File: src/sv/sbar_pkg.sv
// shared types, constants and helpers for the alternate block reverser
package sbar_pkg;

    localparam int MAX_BLOCK = 64;
    localparam int ADDR_W    = (MAX_BLOCK > 1) ? $clog2(MAX_BLOCK) : 1;
    localparam int K_W       = $clog2(MAX_BLOCK + 1);
    localparam int CHAR_W    = 8;
    localparam int CFG_W     = 7;

    typedef struct packed {
        logic [CHAR_W-1:0] in_char;
        logic              is_final;
    } sbar_in_t;

    typedef struct packed {
        logic [CHAR_W-1:0] out_char;
        logic              run_last;
        logic              string_end;
    } sbar_out_t;

    // controller to datapath
    typedef struct packed {
        logic take;     // input transaction completes this cycle
        logic rd_en;    // read the hold buffer at the burst index
        logic emit;     // load buffer read data into the output register
    } sbar_cmd_t;

    // datapath to controller
    typedef struct packed {
        logic pass_phase;
        logic burst_trig;
        logic out_free;
        logic rd_last;
    } sbar_sts_t;

    // clamp the written length into 1..MAX_BLOCK
    function automatic logic [K_W-1:0] eff_k(input logic [CFG_W-1:0] len);
        logic [K_W-1:0] k;
        if (32'(len) > 32'(MAX_BLOCK))
        begin
            k = K_W'(MAX_BLOCK);
        end
        else if (len == '0)
        begin
            k = K_W'(1);
        end
        else
        begin
            k = K_W'(len);
        end
        return k;
    endfunction

endpackage

File: src/sv/sbar_ram.sv
// generic single-write, single-read ram with registered read data
module sbar_ram #(
    parameter int WIDTH = 8,
    parameter int DEPTH = 64
) (
    input  logic                                  clk,
    input  logic                                  we,
    input  logic [((DEPTH > 1) ? $clog2(DEPTH) : 1)-1:0] waddr,
    input  logic [WIDTH-1:0]                      wdata,
    input  logic                                  re,
    input  logic [((DEPTH > 1) ? $clog2(DEPTH) : 1)-1:0] raddr,
    output logic [WIDTH-1:0]                      rdata
);

    logic [WIDTH-1:0] mem [DEPTH];
    logic [WIDTH-1:0] rdata_reg;

    always_ff @(posedge clk)
    begin
        if (we)
        begin
            mem[waddr] <= wdata;
        end
        if (re)
        begin
            rdata_reg <= mem[raddr];
        end
    end

    assign rdata = rdata_reg;

endmodule

File: src/sv/sbar_ctrl.sv
// controller state machine for the alternate block reverser
module sbar_ctrl
    import sbar_pkg::*;
(
    input  logic      clk,
    input  logic      rst_n,
    input  logic      in_valid,
    output logic      in_stall,
    input  sbar_sts_t sts,
    output sbar_cmd_t cmd
);

    typedef enum logic [1:0] {
        ST_IDLE,
        ST_READ,
        ST_EMIT
    } state_t;

    state_t state_reg;
    state_t state_next;

    always_comb
    begin
        state_next = state_reg;
        cmd        = '0;
        in_stall   = 1'b1;
        unique case (state_reg)
            ST_IDLE:
            begin
                in_stall = sts.pass_phase && !sts.out_free;
                cmd.take = in_valid && !in_stall;
                if (cmd.take && !sts.pass_phase && sts.burst_trig)
                begin
                    state_next = ST_READ;
                end
            end
            ST_READ:
            begin
                cmd.rd_en  = 1'b1;
                state_next = ST_EMIT;
            end
            ST_EMIT:
            begin
                if (sts.out_free)
                begin
                    cmd.emit   = 1'b1;
                    state_next = sts.rd_last ? ST_IDLE : ST_READ;
                end
            end
            default:
            begin
                state_next = ST_IDLE;
            end
        endcase
    end

    always_ff @(posedge clk or negedge rst_n)
    begin
        if (!rst_n)
        begin
            state_reg <= ST_IDLE;
        end
        else
        begin
            state_reg <= state_next;
        end
    end

    // a burst-starting character always leads to a buffer read
    a_burst_start: assert property (@(posedge clk) disable iff (!rst_n)
        (cmd.take && !sts.pass_phase && sts.burst_trig) |=> (state_reg == ST_READ))
        else $error("burst did not start after trigger");

    // the final burst character returns the controller to idle
    a_burst_end: assert property (@(posedge clk) disable iff (!rst_n)
        (state_reg == ST_EMIT && sts.out_free && sts.rd_last) |=> (state_reg == ST_IDLE))
        else $error("burst did not end on last character");

    // nothing is taken in while a burst drains
    a_no_take_in_burst: assert property (@(posedge clk) disable iff (!rst_n)
        (state_reg != ST_IDLE) |-> !cmd.take)
        else $error("input taken during burst");

endmodule

File: src/sv/sbar_dp.sv
// datapath: hold buffer, counters, phase and output register
module sbar_dp
    import sbar_pkg::*;
(
    input  logic             clk,
    input  logic             rst_n,
    input  logic             cfg_we,
    input  logic [CFG_W-1:0] cfg_len,
    input  sbar_in_t         in_data,
    output sbar_out_t        out_data,
    output logic             out_valid,
    input  logic             out_stall,
    input  sbar_cmd_t        cmd,
    output sbar_sts_t        sts
);

    logic [K_W-1:0]    blk_k_reg;
    logic [K_W-1:0]    fill_reg;
    logic [K_W-1:0]    fill_next;
    logic [K_W-1:0]    pass_reg;
    logic [K_W-1:0]    pass_next;
    logic              phase_reg;
    logic              phase_next;
    logic              fin_hold_reg;
    logic              fin_hold_next;
    logic [ADDR_W-1:0] rd_idx_reg;
    logic [ADDR_W-1:0] rd_idx_next;
    logic              out_valid_reg;
    logic              out_valid_next;
    sbar_out_t         out_reg;
    sbar_out_t         out_next;

    logic [K_W-1:0]    fill_inc;
    logic [K_W-1:0]    pass_inc;
    logic              burst_trig;
    logic              out_free;
    logic              ram_we;
    logic [CHAR_W-1:0] ram_rdata;

    assign fill_inc   = fill_reg + K_W'(1);
    assign pass_inc   = pass_reg + K_W'(1);
    assign burst_trig = !phase_reg && ((fill_inc >= blk_k_reg) || in_data.is_final);
    assign out_free   = !out_valid_reg || !out_stall;
    assign ram_we     = cmd.take && !phase_reg;

    sbar_ram #(
        .WIDTH (CHAR_W),
        .DEPTH (MAX_BLOCK)
    ) u_hold (
        .clk   (clk),
        .we    (ram_we),
        .waddr (fill_reg[ADDR_W-1:0]),
        .wdata (in_data.in_char),
        .re    (cmd.rd_en),
        .raddr (rd_idx_reg),
        .rdata (ram_rdata)
    );

    always_comb
    begin
        fill_next      = fill_reg;
        pass_next      = pass_reg;
        phase_next     = phase_reg;
        fin_hold_next  = fin_hold_reg;
        rd_idx_next    = rd_idx_reg;
        out_next       = out_reg;
        out_valid_next = out_valid_reg && out_stall;

        if (cmd.take)
        begin
            if (phase_reg)
            begin
                // pass-through half
                out_next.out_char   = in_data.in_char;
                out_next.run_last   = 1'b1;
                out_next.string_end = in_data.is_final;
                out_valid_next      = 1'b1;
                if ((pass_inc >= blk_k_reg) || in_data.is_final)
                begin
                    phase_next = 1'b0;
                    pass_next  = '0;
                end
                else
                begin
                    pass_next = pass_inc;
                end
                if (in_data.is_final)
                begin
                    fill_next = '0;
                end
            end
            else if (burst_trig)
            begin
                rd_idx_next   = fill_reg[ADDR_W-1:0];
                fill_next     = '0;
                pass_next     = '0;
                phase_next    = !in_data.is_final;
                fin_hold_next = in_data.is_final;
            end
            else
            begin
                fill_next = fill_inc;
            end
        end

        if (cmd.emit)
        begin
            out_next.out_char   = ram_rdata;
            out_next.run_last   = (rd_idx_reg == '0);
            out_next.string_end = (rd_idx_reg == '0) && fin_hold_reg;
            out_valid_next      = 1'b1;
            if (rd_idx_reg != '0)
            begin
                rd_idx_next = rd_idx_reg - ADDR_W'(1);
            end
        end
    end

    always_ff @(posedge clk or negedge rst_n)
    begin
        if (!rst_n)
        begin
            blk_k_reg     <= K_W'(1);
            fill_reg      <= '0;
            pass_reg      <= '0;
            phase_reg     <= 1'b0;
            fin_hold_reg  <= 1'b0;
            rd_idx_reg    <= '0;
            out_valid_reg <= 1'b0;
        end
        else
        begin
            if (cfg_we)
            begin
                blk_k_reg <= eff_k(cfg_len);
            end
            fill_reg      <= fill_next;
            pass_reg      <= pass_next;
            phase_reg     <= phase_next;
            fin_hold_reg  <= fin_hold_next;
            rd_idx_reg    <= rd_idx_next;
            out_valid_reg <= out_valid_next;
        end
    end

    always_ff @(posedge clk)
    begin
        out_reg <= out_next;
    end

    assign out_data = out_reg;
    assign out_valid = out_valid_reg;

    assign sts.pass_phase = phase_reg;
    assign sts.burst_trig = burst_trig;
    assign sts.out_free   = out_free;
    assign sts.rd_last    = (rd_idx_reg == '0);

    // the hold buffer never sits full between transactions
    a_fill_bound: assert property (@(posedge clk) disable iff (!rst_n)
        32'(fill_reg) < 32'(MAX_BLOCK))
        else $error("fill count reached buffer depth");

    // the pass-through half only runs with an empty hold buffer
    a_pass_empty: assert property (@(posedge clk) disable iff (!rst_n)
        phase_reg |-> (fill_reg == '0))
        else $error("hold buffer not empty in pass phase");

    // an output load never collides with a stalled result
    a_no_overwrite: assert property (@(posedge clk) disable iff (!rst_n)
        (out_valid_reg && out_stall) |-> !(cmd.emit || (cmd.take && phase_reg)))
        else $error("stalled result overwritten");

endmodule

File: src/sv/stream_block_alternate_reverser.sv
// top level: reverse the first k characters of every 2k character group
// a pass-half character appears in the output the cycle after its transaction
// a burst of n held characters follows the character that completes it, each
// result a buffer read, then a load; input takes one character per cycle outside
// bursts, in the pass half only while the output is free; reset clears counters,
// phase and output valid and sets k to 1; the hold buffer is not cleared
module stream_block_alternate_reverser
    import sbar_pkg::*;
(
    input  logic             clk,
    input  logic             rst_n,
    // configuration write channel, the block length k
    input  logic             cfg_valid,
    output logic             cfg_ready,
    input  logic [CFG_W-1:0] cfg_data,
    // input character stream
    input  logic             in_valid,
    output logic             in_stall,
    input  sbar_in_t         in_data,
    // output character stream
    output logic             out_valid,
    input  logic             out_stall,
    output sbar_out_t        out_data
);

    sbar_cmd_t cmd;
    sbar_sts_t sts;

    // length writes go straight into the block length register, so the port never holds off
    assign cfg_ready = 1'b1;

    // sequencing: accept, then drain the reversed burst from the buffer
    sbar_ctrl u_ctrl (
        .clk      (clk),
        .rst_n    (rst_n),
        .in_valid (in_valid),
        .in_stall (in_stall),
        .sts      (sts),
        .cmd      (cmd)
    );

    // storage, counters and the output register
    sbar_dp u_dp (
        .clk       (clk),
        .rst_n     (rst_n),
        .cfg_we    (cfg_valid && cfg_ready),
        .cfg_len   (cfg_data),
        .in_data   (in_data),
        .out_data  (out_data),
        .out_valid (out_valid),
        .out_stall (out_stall),
        .cmd       (cmd),
        .sts       (sts)
    );

endmodule
File: config.mk
export PLATFORM = sky130hd
export DESIGN_NAME = stream_block_alternate_reverser
export DESIGN_NICKNAME = d
export VERILOG_FILES = /design/src/sv/sbar_pkg.sv /design/src/sv/sbar_ram.sv /design/src/sv/sbar_ctrl.sv /design/src/sv/sbar_dp.sv /design/src/sv/stream_block_alternate_reverser.sv
export SDC_FILE = /design/constraint.sdc
export NUM_CORES = 1
export LEC_CHECK = 0
export BUFFER_PORTS_ARGS = -buffer_cell sky130_fd_sc_hd__buf_2
export CORE_MARGIN = 2
export CORE_UTILIZATION = 67
export DETAILED_ROUTE_END_ITERATION = 10
export MAX_ROUTING_LAYER = met4
export PLACE_DENSITY = 0.9
export SETUP_SLACK_MARGIN = 0.2
export SYNTH_ARGS = -nofsm -noshare
export SYNTH_HDL_FRONTEND = slang
export SYNTH_SLANG_ARGS = --single-unit
File: constraint.sdc
create_clock -name clk -period 7.8 [get_ports clk]
set_input_delay 0.78 -clock clk [delete_from_list [all_inputs] [get_ports clk]]
set_output_delay 0.78 -clock clk [all_outputs]
set_load 0.02 [all_outputs]
==> impl_results.md <==
* Root buf cell: clkbuf_16
* Startpoint Class: flip-flop
* # fillers at 1572
* Met3 routed WL at between 7 and 8 mm
* Area grow syn2layout at 10.08%
* Wirelength, routed at about 58 mm
* Crit-path slowest cell: dfrtp_4
* Setup TNS at 0 ns
* Largest cells by area after synthesis: edfxtp_1 71%, mux4_2 13%, dfrtp_1 3.5%
* DR vias at 12700
* Slew headroom at 1.273%
* Largest family of logic cells by synthesized area: multiplexers
* Gr ovfl total at 0
* Clk pwr share at 31.3%
* Unrepaired setup endpoints after global routing: no
* Switching Share at 30.45%
* Die height at 186.5 µm
* Critical path class: flip-flop to flip-flop
* Vias in the first global route at 12640
* Element type at the critical path end: flip-flop
* Worst Path Max Fanout at around 100
* Psw at 2.491 mW
* Mux cell area share after synthesis at 13.52%
* Post-synthesis xor/xnor area fraction at less than 1%
* Post-Syn Instances at 1138
* Crit-path cells: buf_12, inv_1, ha_1, nand2b_1, nor2_1, a21oi_1, inv_1, nor2_1, a211oi_1, a311oi_1
* First-pass GRT wire length at 84.61 mm
* Clock Skew at 0.01407 ns
* H-tree depth at 2
* Dpl ws at 4.139 ns
* CTS tree: yes
* MaxCap Viol Count at 1
* GPL Wtd Cong at 0.8890
* Worst hold margin at 0.2800 ns
* Post-route ant nets at 0
* Cell variety after synth at 53
* Ys async rst share at 5.694%
* Core area at about 33000 µm²
* Synth warnings at 0
* Worst EP arrival at about 4.2 ns
* Die width at 186.5 µm
* Input/output buffers at 32
* Post-CTS Resized at 0
* Worst-Skew Late Latency at 0.58 ns
* Footprint of the multi-input gates at 5236 µm²
* Register area share after synthesis at around three quarters
* Post-synthesis compound-gate area fraction at 4.644%
* Ys flop type: edfxtp_1
* Cell taking the most area after synthesis: edfxtp_1
* Syn_nets at 1176
* Pwr dens at ~330 nW/µm²
* Tot Pwr at 8.181 mW
* Status: finished, violations left
* Synth Area in Simple Gates at 3.926%
* Clk pin slew, worst setup/hold paths at 0.06 ns
* Sequential Power Share at 43.6%
* Fin util at 75.09%
* Top sig layer: met4
* Global Route Usage Sum at 34.43%
* Number of enable flip-flop cells after synthesis at 530
* CTS Sinks at 562
* Dpl hpwl at 28.92 mm
* Max reg flops at 512
* Antenna violations before repair at 1
* Hold WC Path Type: input port to asynchronous set/reset pin
* DR vias/cell at 7.617
* Fin crit period at 3.748 ns
* Slew @ Worst Pin at 1.475 ns
* Synthesized area at 22310 µm²
* WL per Instance at 34.51 µm
* Core Rows at 66
* Io pins at 34
* Setup Fix Bufs, Post-CTS at 0
* Combinational share of power at 25.2%
* Max-slew violation count at 0
* Cell leakage power at 7.841 nW
* TritonRoute pass-1 iters at 10
* F_max at ~0.27 GHz
* Peak supply drop at 0.2027 mV
* Largest net degree at the start of global routing at just under 100
* Worst path max stage delay at around 0.87 ns
* Bufs on Longest Clock Path at 3
* Yosys reg bits at 562
* Storage element area at ~17000 µm²
* Number of DRC markers in iteration 0 at 2554
* Final setup margin at 4.052 ns
* Failing checks: capacitance limit
* Post-Synth Adder-Cell Area at 0.9535%
* Metal2 WL at 27.60 mm
* Final nets at 1217
* Share of the synthesized area in the top cell type at a little under three quarters
* Share of cells above drive strength 1 at 22.06%
* Final period utilization at 48.05%
* DR DRC count at 0
* Full die area at 34770 µm²
* Syn Area/Cell at 19.60 µm²
* WP data required at 8.26 ns
* Endpoints failing hold at 0
* DRT met1 WL at about 19 mm
* Starting Density at about two thirds
* # hold bufs at CTS at 0
* Setup violators final at 0
* Number of buffers created by CTS at 53
* Internal at 5.689 mW
## power groups by stage
stage | combinational, mW | clock [mW] | sequential, mW
final | 2.06 | 2.56 | 3.56
after global placement | 1.79 | 0 | 3.60
after floorplan | 1.38 | 0 | 3.55
after detailed placement | 1.87 | 0 | 3.61
after CTS | 1.97 | 2.56 | 3.56
after global routing | 2.11 | 2.66 | 3.57
## worst paths after layout
path	start	endpoint	slack, ns	depth (start not counted)
max in group asynchronous	rst_n	u_dp.rd_idx_reg[0]$_DFF_PN0_	6.94	1
setup reg to reg	u_dp.rd_idx_reg[0]$_DFF_PN0_	u_dp.rd_idx_reg[5]$_DFF_PN0_	4.05	10
setup / recovery	u_dp.rd_idx_reg[0]$_DFF_PN0_	u_dp.rd_idx_reg[5]$_DFF_PN0_	4.05	10
hold reg to reg	u_dp.u_hold.rdata[5]$_DFFE_PN_	u_dp.out_data[7]$_DFFE_PP_	0.56	1
hold / removal	rst_n	u_dp.pass_reg[4]$_DFFE_PN0P_	0.28	1
min in group clk	cfg_data[3]	u_dp.blk_k_reg[3]$_DFFE_PN0P_	0.48	3
## layout make-up
| cell class | count | area share, % |
|---|---|---|
| Sequential cell | 562 | 68.10 |
| Multi-Input combinational cell | 501 | 21.32 |
| Clock buffer | 62 | 5.712 |
| Tap cell | 442 | 2.252 |
| Clock inverter | 38 | 1.238 |
| Timing Repair Buffer | 46 | 1.131 |
| Inverter | 15 | 0.2293 |
| Antenna cell | 1 | 0.01019 |
## cell families (layout without fill, tap and decap cells)
group | after synthesis | in the layout
other | 1 | 2
buffers and inverters | 75 | 161
adder cells (fa/ha/maj) | 17 | 17
XOR/XNOR | 10 | 10
flip-flops | 562 | 562
multiplexers | 140 | 140
AND/OR/NAND/NOR | 195 | 195
AO/OA/AOI/OAI | 138 | 138
## per-stage QoR
step | cells | cell area (µm²)
6_report | 1667 | 24560
5_1_grt | 1667 | 24560
4_1_cts | 1666 | 24550
3_5_place_dp | 1566 | 22840
3_3_place_gp | 1566 | 22840
2_1_floorplan | 1138 | 22310
## critical path: cells and delay by family (launching register included)
family	cells	cell delay [ns]
buffers and inverters	3	1.14
adders and majority gates	1	0.29
AOI/OAI and AO/OA	3	0.82
DFF	1	0.87
and+or+nand+nor	3	0.44
## cell usage after synthesis, drive strengths merged (2+ instances only)
cell type,n
clkbuf,29
xnor2,4
a22o,17
and2,2
o221ai,9
a21o,2
a311oi,2
nand3,22
edfxtp,530
inv,15
nor3,5
nand3b,7
a211oi,5
or3b,2
o21ai,23
o211ai,2
a21oi,7
a32o,4
mux2i,2
nor2,89
xor2,6
nand2b,3
or2,2
mux4,128
ha,17
a211o,2
buf,31
a221oi,17
nor2b,11
a22oi,40
nand4,3
mux2,10
dfrtp,31
nand2,44
## routing by layer
| metal | GRT usage, % | vias to the layer above |
|---|---|---|
| met2 | 52.80 | 1337 |
| met3 | 8.840 | 285 |
| met1 | 44.50 | 6297 |
| met4 | 15.17 | 0 |
| met5 | - | - |
| li1 | - | 4778 |
## layout by cell type, fill, tap and decap left out, drive strengths merged, types with 22 or more instances in the layout
cell	instances
a22oi	40
buf	46
clkbuf	62
clkinv	30
dfrtp	31
edfxtp	530
mux4	128
nand2	44
nand3	22
nor2	89
o21ai	23
No activity file was read; power rests on OpenSTA's default activity.
